===== src/hw/rtl/tmcg_pkg.sv =====
// Shared constants and types of the torus map chaos generator.
`timescale 1ns / 1ps

package tmcg_pkg;

	// 2*pi in Q4.60; the Q30 pi constants are rounded from it
	localparam logic [63:0] TWO_PI_Q60 = 64'h6487ED5110B4611A;
	localparam logic [63:0] PI_Q30      = (TWO_PI_Q60 + (64'd1 << 30)) >> 31;
	localparam logic [63:0] HALF_PI_Q30 = (TWO_PI_Q60 + (64'd1 << 31)) >> 32;
	localparam logic [63:0] TWO_PI_Q30  = (TWO_PI_Q60 + (64'd1 << 29)) >> 30;

	// CORDIC start vector (1/gain), Q2.30
	localparam logic signed [32:0] INV_GAIN_Q30 = 33'sh026DD3B6A;

	localparam int SIN_W = 33;   // CORDIC vector width
	localparam int SUM_W = 34;   // pre-remainder sum width
	localparam int ATAN_LEN = 30;

	typedef logic [4:0] atan_idx_t;

	// arctan(2^-i), truncated to Q2.30
	localparam logic [31:0] ATAN_Q30 [ATAN_LEN] = '{
		32'h3243F6A8, 32'h1DAC6705, 32'h0FADBAFC, 32'h07F56EA6, 32'h03FEAB76, 32'h01FFD55B,
		32'h00FFFAAA, 32'h007FFF55, 32'h003FFFEA, 32'h001FFFFD, 32'h000FFFFF, 32'h0007FFFF,
		32'h0003FFFF, 32'h0001FFFF, 32'h0000FFFF, 32'h00007FFF, 32'h00003FFF, 32'h00001FFF,
		32'h00000FFF, 32'h000007FF, 32'h000003FF, 32'h000001FF, 32'h000000FF, 32'h0000007F,
		32'h0000003F, 32'h0000001F, 32'h0000000F, 32'h00000008, 32'h00000004, 32'h00000002
	};

	typedef enum logic [2:0] {
		CMD_STEP   = 3'd0,
		CMD_RELOAD = 3'd1,
		CMD_LOAD_X = 3'd2,
		CMD_LOAD_Y = 3'd3,
		CMD_LOAD_C = 3'd4
	} cmd_t;

	typedef enum logic [1:0] {
		REG_X_INIT = 2'd0,
		REG_Y_INIT = 2'd1,
		REG_C_INIT = 2'd2,
		REG_ECHO   = 2'd3
	} cfg_reg_t;

	// handshake between sequencer and an iterative unit
	typedef struct packed {
		logic start;
	} unit_ctl_t;

	typedef struct packed {
		logic busy;
		logic done;
	} unit_sts_t;

endpackage


===== src/hw/rtl/tmcg_cordic.sv =====
// Iterative rotation-mode CORDIC sine with quadrant folding, one micro-rotation per cycle.
`timescale 1ns / 1ps

module tmcg_cordic #(
	parameter int FRAC_BITS = 28,
	parameter int ITERATIONS = 24
) (
	input  logic                               clk,
	input  logic                               arst_n,
	input  tmcg_pkg::unit_ctl_t                ctl,
	input  logic signed [31:0]                 angle,
	output tmcg_pkg::unit_sts_t                sts,
	output logic signed [tmcg_pkg::SIN_W-1:0]  sine
);

	localparam int ZW = 64 - FRAC_BITS;
	localparam int IW = $clog2(ITERATIONS);
	localparam logic signed [ZW-1:0] PI_Z      = ZW'(tmcg_pkg::PI_Q30);
	localparam logic signed [ZW-1:0] HALF_PI_Z = ZW'(tmcg_pkg::HALF_PI_Q30);
	localparam logic signed [ZW-1:0] TWO_PI_Z  = ZW'(tmcg_pkg::TWO_PI_Q30);

	typedef enum logic [1:0] {IDLE, FOLD, RUN} cst_t;

	cst_t                              state_q;
	logic signed [ZW-1:0]              z_q;
	logic signed [tmcg_pkg::SIN_W-1:0] cx_q, cy_q;
	logic [IW-1:0]                     iter_q;
	logic                              done_q;

	logic signed [ZW-1:0]              z_ext, z_turn, z_half, atan_z;
	logic signed [tmcg_pkg::SIN_W-1:0] sx, sy;

	// Q.F -> Q2.30, then one turn off
	assign z_ext = ZW'(angle) <<< (30 - FRAC_BITS);

	always_comb begin
		if (z_ext > PI_Z) begin
			z_turn = z_ext - TWO_PI_Z;
		end else if (z_ext < -PI_Z) begin
			z_turn = z_ext + TWO_PI_Z;
		end else begin
			z_turn = z_ext;
		end
	end

	// mirror into [-pi/2, pi/2]
	always_comb begin
		if (z_q > HALF_PI_Z) begin
			z_half = PI_Z - z_q;
		end else if (z_q < -HALF_PI_Z) begin
			z_half = -PI_Z - z_q;
		end else begin
			z_half = z_q;
		end
	end

	assign atan_z = ZW'($signed(tmcg_pkg::ATAN_Q30[tmcg_pkg::atan_idx_t'(iter_q)]));
	assign sx = cy_q >>> iter_q;
	assign sy = cx_q >>> iter_q;

	always_ff @(posedge clk or negedge arst_n) begin
		if (!arst_n) begin
			state_q <= IDLE;
			done_q  <= 1'b0;
			iter_q  <= '0;
		end else begin
			done_q <= 1'b0;
			unique case (state_q)
				IDLE: begin
					if (ctl.start) begin
						z_q     <= z_turn;
						state_q <= FOLD;
					end
				end
				FOLD: begin
					z_q     <= z_half;
					cx_q    <= tmcg_pkg::INV_GAIN_Q30;
					cy_q    <= '0;
					iter_q  <= '0;
					state_q <= RUN;
				end
				RUN: begin
					if (!z_q[ZW-1]) begin
						cx_q <= cx_q - sx;
						cy_q <= cy_q + sy;
						z_q  <= z_q - atan_z;
					end else begin
						cx_q <= cx_q + sx;
						cy_q <= cy_q - sy;
						z_q  <= z_q + atan_z;
					end
					iter_q <= iter_q + 1'b1;
					if (iter_q == IW'(ITERATIONS - 1)) begin
						done_q  <= 1'b1;
						state_q <= IDLE;
					end
				end
				default: state_q <= IDLE;
			endcase
		end
	end

	assign sts.busy = (state_q != IDLE);
	assign sts.done = done_q;
	assign sine     = cy_q;

endmodule


===== src/hw/rtl/tmcg_rem.sv =====
// Iterative truncating remainder by 2*pi: one restoring compare/subtract per cycle.
`timescale 1ns / 1ps

module tmcg_rem #(
	parameter int FRAC_BITS = 28
) (
	input  logic                               clk,
	input  logic                               arst_n,
	input  tmcg_pkg::unit_ctl_t                ctl,
	input  logic signed [tmcg_pkg::SUM_W-1:0]  operand,
	output tmcg_pkg::unit_sts_t                sts,
	output logic signed [31:0]                 result
);

	localparam int SW = tmcg_pkg::SUM_W;
	// 2*pi >= 2^(F+2) and |operand| <= 2^33, so this many divisor positions
	localparam int STEPS = 31 - FRAC_BITS;
	localparam int CW = $clog2(STEPS + 1);
	localparam logic [63:0] TWO_PI_F =
		(tmcg_pkg::TWO_PI_Q60 + (64'd1 << (59 - FRAC_BITS))) >> (60 - FRAC_BITS);
	localparam logic [SW-1:0] DVS_TOP = SW'(TWO_PI_F << (STEPS - 1));

	logic            busy_q, done_q, sign_q;
	logic [SW-1:0]   mag_q, dvs_q;
	logic [CW-1:0]   cnt_q;
	logic [SW-1:0]   res_mag;

	always_ff @(posedge clk or negedge arst_n) begin
		if (!arst_n) begin
			busy_q <= 1'b0;
			done_q <= 1'b0;
			cnt_q  <= '0;
		end else begin
			done_q <= 1'b0;
			if (!busy_q) begin
				if (ctl.start) begin
					sign_q <= operand[SW-1];
					mag_q  <= operand[SW-1] ? SW'(-operand) : SW'(operand);
					dvs_q  <= DVS_TOP;
					cnt_q  <= CW'(STEPS);
					busy_q <= 1'b1;
				end
			end else begin
				if (mag_q >= dvs_q) begin
					mag_q <= mag_q - dvs_q;
				end
				dvs_q <= dvs_q >> 1;
				cnt_q <= cnt_q - 1'b1;
				if (cnt_q == CW'(1)) begin
					busy_q <= 1'b0;
					done_q <= 1'b1;
				end
			end
		end
	end

	// sign of the dividend is kept
	assign res_mag  = sign_q ? (~mag_q + 1'b1) : mag_q;
	assign result   = res_mag[31:0];
	assign sts.busy = busy_q;
	assign sts.done = done_q;

endmodule


===== src/hw/rtl/torus_map_chaos_generator.sv =====
// Output: a step or echoed load enters EMIT, which registers its result request.
// Busy: a step (or echoed load) holds the input off through EMIT, the CORDIC
//   fold and micro-rotations, the multiply and rounding, then two remainder
//   passes through the shared compare/subtract unit. Others leave it ready.
// Reset: asynchronous, active low; init registers return to 0.777, 1.2, 1.26 and
//   echo off, and the map state is loaded from those values. No clearing pass.
`timescale 1ns / 1ps

module torus_map_chaos_generator #(
	parameter int FRAC_BITS = 28,
	parameter int SINE_ITERATIONS = 24
) (
	input  logic        clk,
	input  logic        arst_n,
	// command requests
	input  logic        s_axis_tvalid,
	output logic        s_axis_tready,
	input  logic [31:0] s_axis_tdata,   // [31:0] load_value
	input  logic [2:0]  s_axis_tuser,   // [2:0] cmd
	// result requests
	output logic        m_axis_tvalid,
	input  logic        m_axis_tready,
	output logic [63:0] m_axis_tdata,   // [31:0] x_out, [63:32] y_out
	// configuration
	input  logic        cfg_we,
	input  logic [1:0]  cfg_index,
	input  logic [31:0] cfg_data
);

	localparam int SW = tmcg_pkg::SUM_W;
	localparam int PW = 32 + tmcg_pkg::SIN_W;

	// reset values of the init registers, rounded to nearest at FRAC_BITS
	localparam logic [31:0] X_INIT_RST = 32'(((64'd777 << FRAC_BITS) + 64'd500) / 64'd1000);
	localparam logic [31:0] Y_INIT_RST = 32'(((64'd12 << FRAC_BITS) + 64'd5) / 64'd10);
	localparam logic [31:0] C_INIT_RST = 32'(((64'd126 << FRAC_BITS) + 64'd50) / 64'd100);

	typedef enum logic [2:0] {
		IDLE, EMIT, SINE, MUL, RND, REM_Y, REM_X
	} st_t;

	st_t                 state_q;
	logic signed [31:0]  x_init_q, y_init_q, c_init_q;
	logic                echo_q;
	logic signed [31:0]  x_q, y_q, coupling_q, y_next_q;
	logic signed [PW-1:0] prod_q;
	logic signed [32:0]  term_q;
	logic                m_valid_q;
	logic [63:0]         m_data_q;

	tmcg_pkg::unit_ctl_t sin_ctl, rem_ctl;
	tmcg_pkg::unit_sts_t sin_sts, rem_sts;
	logic signed [tmcg_pkg::SIN_W-1:0] sine;
	logic signed [31:0]  rem_res;
	logic signed [SW-1:0] sum_x, sum_y, rem_op;
	logic signed [PW-1:0] prod_rnd;
	logic                in_fire, emit_fire;
	tmcg_pkg::cmd_t      cmd;

	assign cmd       = tmcg_pkg::cmd_t'(s_axis_tuser);
	assign s_axis_tready = (state_q == IDLE);
	assign in_fire   = s_axis_tvalid && s_axis_tready;
	// output register free, or its request leaves this cycle
	assign emit_fire = (state_q == EMIT) && (!m_valid_q || m_axis_tready);

	// configuration writes
	always_ff @(posedge clk or negedge arst_n) begin
		if (!arst_n) begin
			x_init_q <= X_INIT_RST;
			y_init_q <= Y_INIT_RST;
			c_init_q <= C_INIT_RST;
			echo_q   <= 1'b0;
		end else if (cfg_we) begin
			unique case (tmcg_pkg::cfg_reg_t'(cfg_index))
				tmcg_pkg::REG_X_INIT: x_init_q <= cfg_data;
				tmcg_pkg::REG_Y_INIT: y_init_q <= cfg_data;
				tmcg_pkg::REG_C_INIT: c_init_q <= cfg_data;
				tmcg_pkg::REG_ECHO:   echo_q   <= cfg_data[0];
				default: ;
			endcase
		end
	end

	// sine of y; y_q stays put until the step completes
	assign sin_ctl.start = emit_fire;

	tmcg_cordic #(
		.FRAC_BITS (FRAC_BITS),
		.ITERATIONS(SINE_ITERATIONS)
	) u_cordic (
		.clk   (clk),
		.arst_n(arst_n),
		.ctl   (sin_ctl),
		.angle (y_q),
		.sts   (sin_sts),
		.sine  (sine)
	);

	// product rounded to nearest (ties up) from Q(F+30) to Q.F
	assign prod_rnd = prod_q + PW'(64'd1 << 29);
	assign sum_y = SW'(x_q) + SW'(y_q);
	assign sum_x = SW'(x_q) + SW'(term_q);

	// the remainder unit is shared: y' first, then x'
	assign rem_op        = (state_q == RND) ? sum_y : sum_x;
	assign rem_ctl.start = (state_q == RND) || ((state_q == REM_Y) && rem_sts.done);

	tmcg_rem #(
		.FRAC_BITS(FRAC_BITS)
	) u_rem (
		.clk    (clk),
		.arst_n (arst_n),
		.ctl    (rem_ctl),
		.operand(rem_op),
		.sts    (rem_sts),
		.result (rem_res)
	);

	// step sequencer, map state and output register
	always_ff @(posedge clk or negedge arst_n) begin
		if (!arst_n) begin
			state_q    <= IDLE;
			m_valid_q  <= 1'b0;
			x_q        <= X_INIT_RST;
			y_q        <= Y_INIT_RST;
			coupling_q <= C_INIT_RST;
		end else begin
			if (emit_fire) begin
				m_valid_q <= 1'b1;
				m_data_q  <= {y_q, x_q};
			end else if (m_axis_tready) begin
				m_valid_q <= 1'b0;
			end

			unique case (state_q)
				IDLE: begin
					if (in_fire) begin
						case (cmd)
							tmcg_pkg::CMD_STEP: state_q <= EMIT;
							tmcg_pkg::CMD_RELOAD: begin
								x_q        <= x_init_q;
								y_q        <= y_init_q;
								coupling_q <= c_init_q;
							end
							tmcg_pkg::CMD_LOAD_X: begin
								x_q     <= s_axis_tdata;
								state_q <= echo_q ? EMIT : IDLE;
							end
							tmcg_pkg::CMD_LOAD_Y: begin
								y_q     <= s_axis_tdata;
								state_q <= echo_q ? EMIT : IDLE;
							end
							tmcg_pkg::CMD_LOAD_C: begin
								coupling_q <= s_axis_tdata;
								state_q    <= echo_q ? EMIT : IDLE;
							end
							default: ;  // unused codes are dropped
						endcase
					end
				end
				EMIT: begin
					if (emit_fire) begin
						state_q <= SINE;
					end
				end
				SINE: begin
					if (sin_sts.done) begin
						state_q <= MUL;
					end
				end
				MUL: begin
					prod_q  <= PW'(coupling_q) * PW'(sine);
					state_q <= RND;
				end
				RND: begin
					term_q  <= 33'(prod_rnd >>> 30);
					state_q <= REM_Y;
				end
				REM_Y: begin
					if (rem_sts.done) begin
						y_next_q <= rem_res;
						state_q  <= REM_X;
					end
				end
				REM_X: begin
					if (rem_sts.done) begin
						x_q     <= rem_res;
						y_q     <= y_next_q;
						state_q <= IDLE;
					end
				end
				default: state_q <= IDLE;
			endcase
		end
	end

	assign m_axis_tvalid = m_valid_q;
	assign m_axis_tdata  = m_data_q;

endmodule


===== config.mk =====
export PLATFORM = sky130hd
export DESIGN_NAME = torus_map_chaos_generator
export DESIGN_NICKNAME = d
export VERILOG_FILES = /design/src/hw/rtl/tmcg_pkg.sv /design/src/hw/rtl/tmcg_cordic.sv /design/src/hw/rtl/tmcg_rem.sv /design/src/hw/rtl/torus_map_chaos_generator.sv
export SDC_FILE = /design/constraint.sdc
export NUM_CORES = 2
export LEC_CHECK = 0
export ABC_AREA = 1
export BUFFER_PORTS_ARGS = -buffer_cell sky130_fd_sc_hd__buf_4
export CAP_MARGIN = 5
export CORE_UTILIZATION = 35
export DETAILED_ROUTE_END_ITERATION = 16
export GPL_TIMING_DRIVEN = 1
export PLACE_DENSITY = 0.45
export SLEW_MARGIN = 20
export SYNTH_ARGS = -nofsm -noshare
export SYNTH_HDL_FRONTEND = slang
export SYNTH_SLANG_ARGS = --single-unit

===== constraint.sdc =====
create_clock -name clk -period 12.9 [get_ports clk]
set_input_delay 0.645 -clock clk [delete_from_list [all_inputs] [get_ports clk]]
set_output_delay 0.645 -clock clk [all_outputs]
set_load 0.1 [all_outputs]

==> results.md <==
* Status: finished, final reports clean
* R2R Setup Slk at 4010 ps
* R2R Path End: prod_q[61]
* Final hold vios at 0
* Initial antenna violation count at 23
* CTS tree: yes
* Dpl hpwl at 270000 µm
* Hold EP: coupling_q[19]
* Metal-1 WL at 158000 µm
* Top_reg_cell synth: edfxtp_1
* Clock root buffer: clkbuf_16
* Die Ht at between 400 and 500 µm
* CP Capture Type: flip-flop
* CORE AREA at between 200000 and 250000 µm²
* Fin crit share at between 60 and 70%
* Grt total ovfl at 0
* Post-synth top area share at 26.0%
* Slowest CP cell: fa_1
* Total vias in the final route at 75500
* Fmax at 0.113 GHz
* Post-synth EDFFs at around 330
* Slew @ Worst Pin at 1230 ps
* Global-route wire length before repair at 504000 µm
* Nets at 13000
* Syn nets at 13100
* Ys Warns at 0
* # Max-Cap Violations at 0
* DR iter-0 viols at 6252
* Met3 routed WL at 23000 µm
* Sequential-to-total area share from yosys stat at 18.2%
* Clock Skews at 76.9 ps
* Req. time, crit path at 13370 ps
* RSZ-0062 raised after global routing: false
* Num rows at 179
* Post-CTS setup buffer count at 0
* Initial DRT Pass Iterations at 6
* Hold Path Class: in2reg
* Share of cells above drive strength 1 at 5.46%
* Hold Crit Depth at 3
* Fill cells at roughly 25000
* Ranking of synthesized cells by instance count: 3132 x nand2_1, 2466 x inv_1, 1097 x fa_1
* Synthesized area at 84400 µm²
* Min Hold Slack at ~140 ps
* Top routing layer in use: met5
* Final setup viols at 0
* Max-slew headroom at 17.4%
* Synth Instances at 11500
* RD Place Congestion at 0.936
* Routed wl met2 at 147000 µm
* Wirelength, routed at 337000 µm
* Crit-path max FO at 30
* Worst-Skew Late Latency at 770 ps
* Final ANT Viol Nets at 0
* Largest net degree at the start of global routing at 71
* Max-slew violations at 0
* Remaining DRCs at 0
* Post-cts sizing count at 0
* Initial Util at roughly a third
* Critical path class: reg2reg
* Area Overhead vs Synth at 7.80%
* Setup WS pre-CTS at 3960 ps
* Clock buffer depth at 3
* Async SR Flop Fraction at 38.5%
* Clock sinks at 543
* Port bufs at ~140
* Worst setup SP type: flip-flop
* CTS Buf Count at 76
* Critical Path AT at 9360 ps
* Reg2Reg Launch Point: u_cordic.sine[32]
* Hold Path Origin: s_axis_tdata[19]
* R2R depth at 28
* Slowest Stage Delay on Critical Path at between 900 and 1000 ps
* Htree depth at 3
* Routed WL per cell at 23.0 µm
* Avg Cell Area, Syn at 7.31 µm²
* Fin util at 38.1%
* Most numerous cell in the Yosys netlist: nand2_1
* Vias in the first global route at 76000
* Top Ports at 140
* Yosys cell types at 80
* Die width at just under 500 µm
* Setup TNS at 0 ps
* Clk pin slew, worst setup/hold paths at 70 ps
* Final worst setup slack at 4010 ps
* Seq cells post-synth at 543
* Minimum clock period at 8890 ps
* Vias per inst at 5.16
* Die Footprint at 243000 µm²
* GRT Overall Usage at 27.8%
* Top cells by area, synth: fa_1 26%, nand2_1 14%, edfxtp_1 12%
* Largest area contributor in the netlist: fa_1
-- final cells by class --
cell class                 count  area [µm²]  area share (%)
antenna                        2        5.00         0.00550
sequential                   543       15400            16.9
clock buffer                  92        2000            2.20
inverter                    2479        9310            10.2
tap                         3167        3960            4.36
multi-input combinational   8046       57800            63.6
clock inverter                50         527           0.579
timing repair buffer         255        1940            2.14
-- kinds of logic after synthesis --
| group | Yosys count | share of synthesized area, % |
|---|---|---|
| mux | 10 | 0.133 |
| xor+xnor | 247 | 2.56 |
| compound gates | 1619 | 10.7 |
| flops | 543 | 18.2 |
| buf+inv | 2944 | 13.4 |
| fa+ha+maj | 1532 | 32.5 |
| simple gates | 4638 | 22.5 |
-- state kept, by name, summed over array words and instances (netlist names), 2 cells and up --
signal and count:
c_init_q 32, coupling_q 32, m_axis_tdata 64, prod_q 34
state_q 3, term_q 33, u_cordic.cx_q 33, u_cordic.iter_q 5
u_cordic.sine 33, u_cordic.state_q 2, u_cordic.z_q 36, u_rem.cnt_q 2
u_rem.dvs_q 34, u_rem.mag_q 34, x_init_q 32, x_q 32
y_init_q 32, y_next_q 32, y_q 32
-- metal layers --
layer / up-vias / global-route usage, %
met1: 37500 / 40.6
li1: 35300 / -
met3: 335 / 4.45
met4: 8 / 6.53
met5: - / 0
met2: 2258 / 42.7
-- cells in the final DEF, fill, tap and decap left out, types with 36 or more instances in the layout --
cell,instances
dfrtp_1,114
xnor2_1,83
o21a_1,36
nor2_1,649
ha_1,433
a31oi_1,70
nor3_1,102
nand3_1,480
nand2_1,3131
xor2_1,164
a21oi_1,557
dfstp_2,90
o211ai_1,82
clkbuf_16,76
nand4_1,99
buf_4,252
inv_1,2461
o21ai_1,70
edfxtp_1,334
o21ai_0,617
fa_1,1097
-- per-stage QoR --
step / instances / cell area [µm²]
floorplan: 11500 / 84400
global placement: 14500 / 88400
detailed placement: 14500 / 88400
CTS: 14600 / 90900
global route: 14600 / 90900
finish: 14600 / 90900
-- worst max-delay path: cells and delay by family (launching register included) --
kind | cells | cell delay (ps)
AOI/OAI and AO/OA | 6 | 1160
buffers and inverters | 9 | 1660
and+or+nand+nor | 4 | 380
adders and majority gates | 9 | 4790
DFF | 1 | 650
-- how the worst max path moves through the flow --
stage                      start    endpoint  slack (ps)  depth (start not counted)
3_5_place_dp   u_cordic.sine[32]  prod_q[59]        3960                         27
4_1_cts        u_cordic.sine[32]  prod_q[59]        3910                         27
2_1_floorplan      coupling_q[7]  prod_q[53]        5330                         30
6_report       u_cordic.sine[32]  prod_q[61]        4010                         28
5_1_grt        u_cordic.sine[32]  prod_q[59]        3500                         27
3_3_place_gp   u_cordic.sine[32]  prod_q[59]        4100                         27
-- what timing repair did --
action,4_1_cts,5_1_grt
hold buffers,1,0
setup endpoints to repair,0,0
endpoints found under the hold margin,10,0
Power is left out: the tool's default activity adds up to more than one toggle a clock period on the data nets, which glitch-free logic cannot reach.
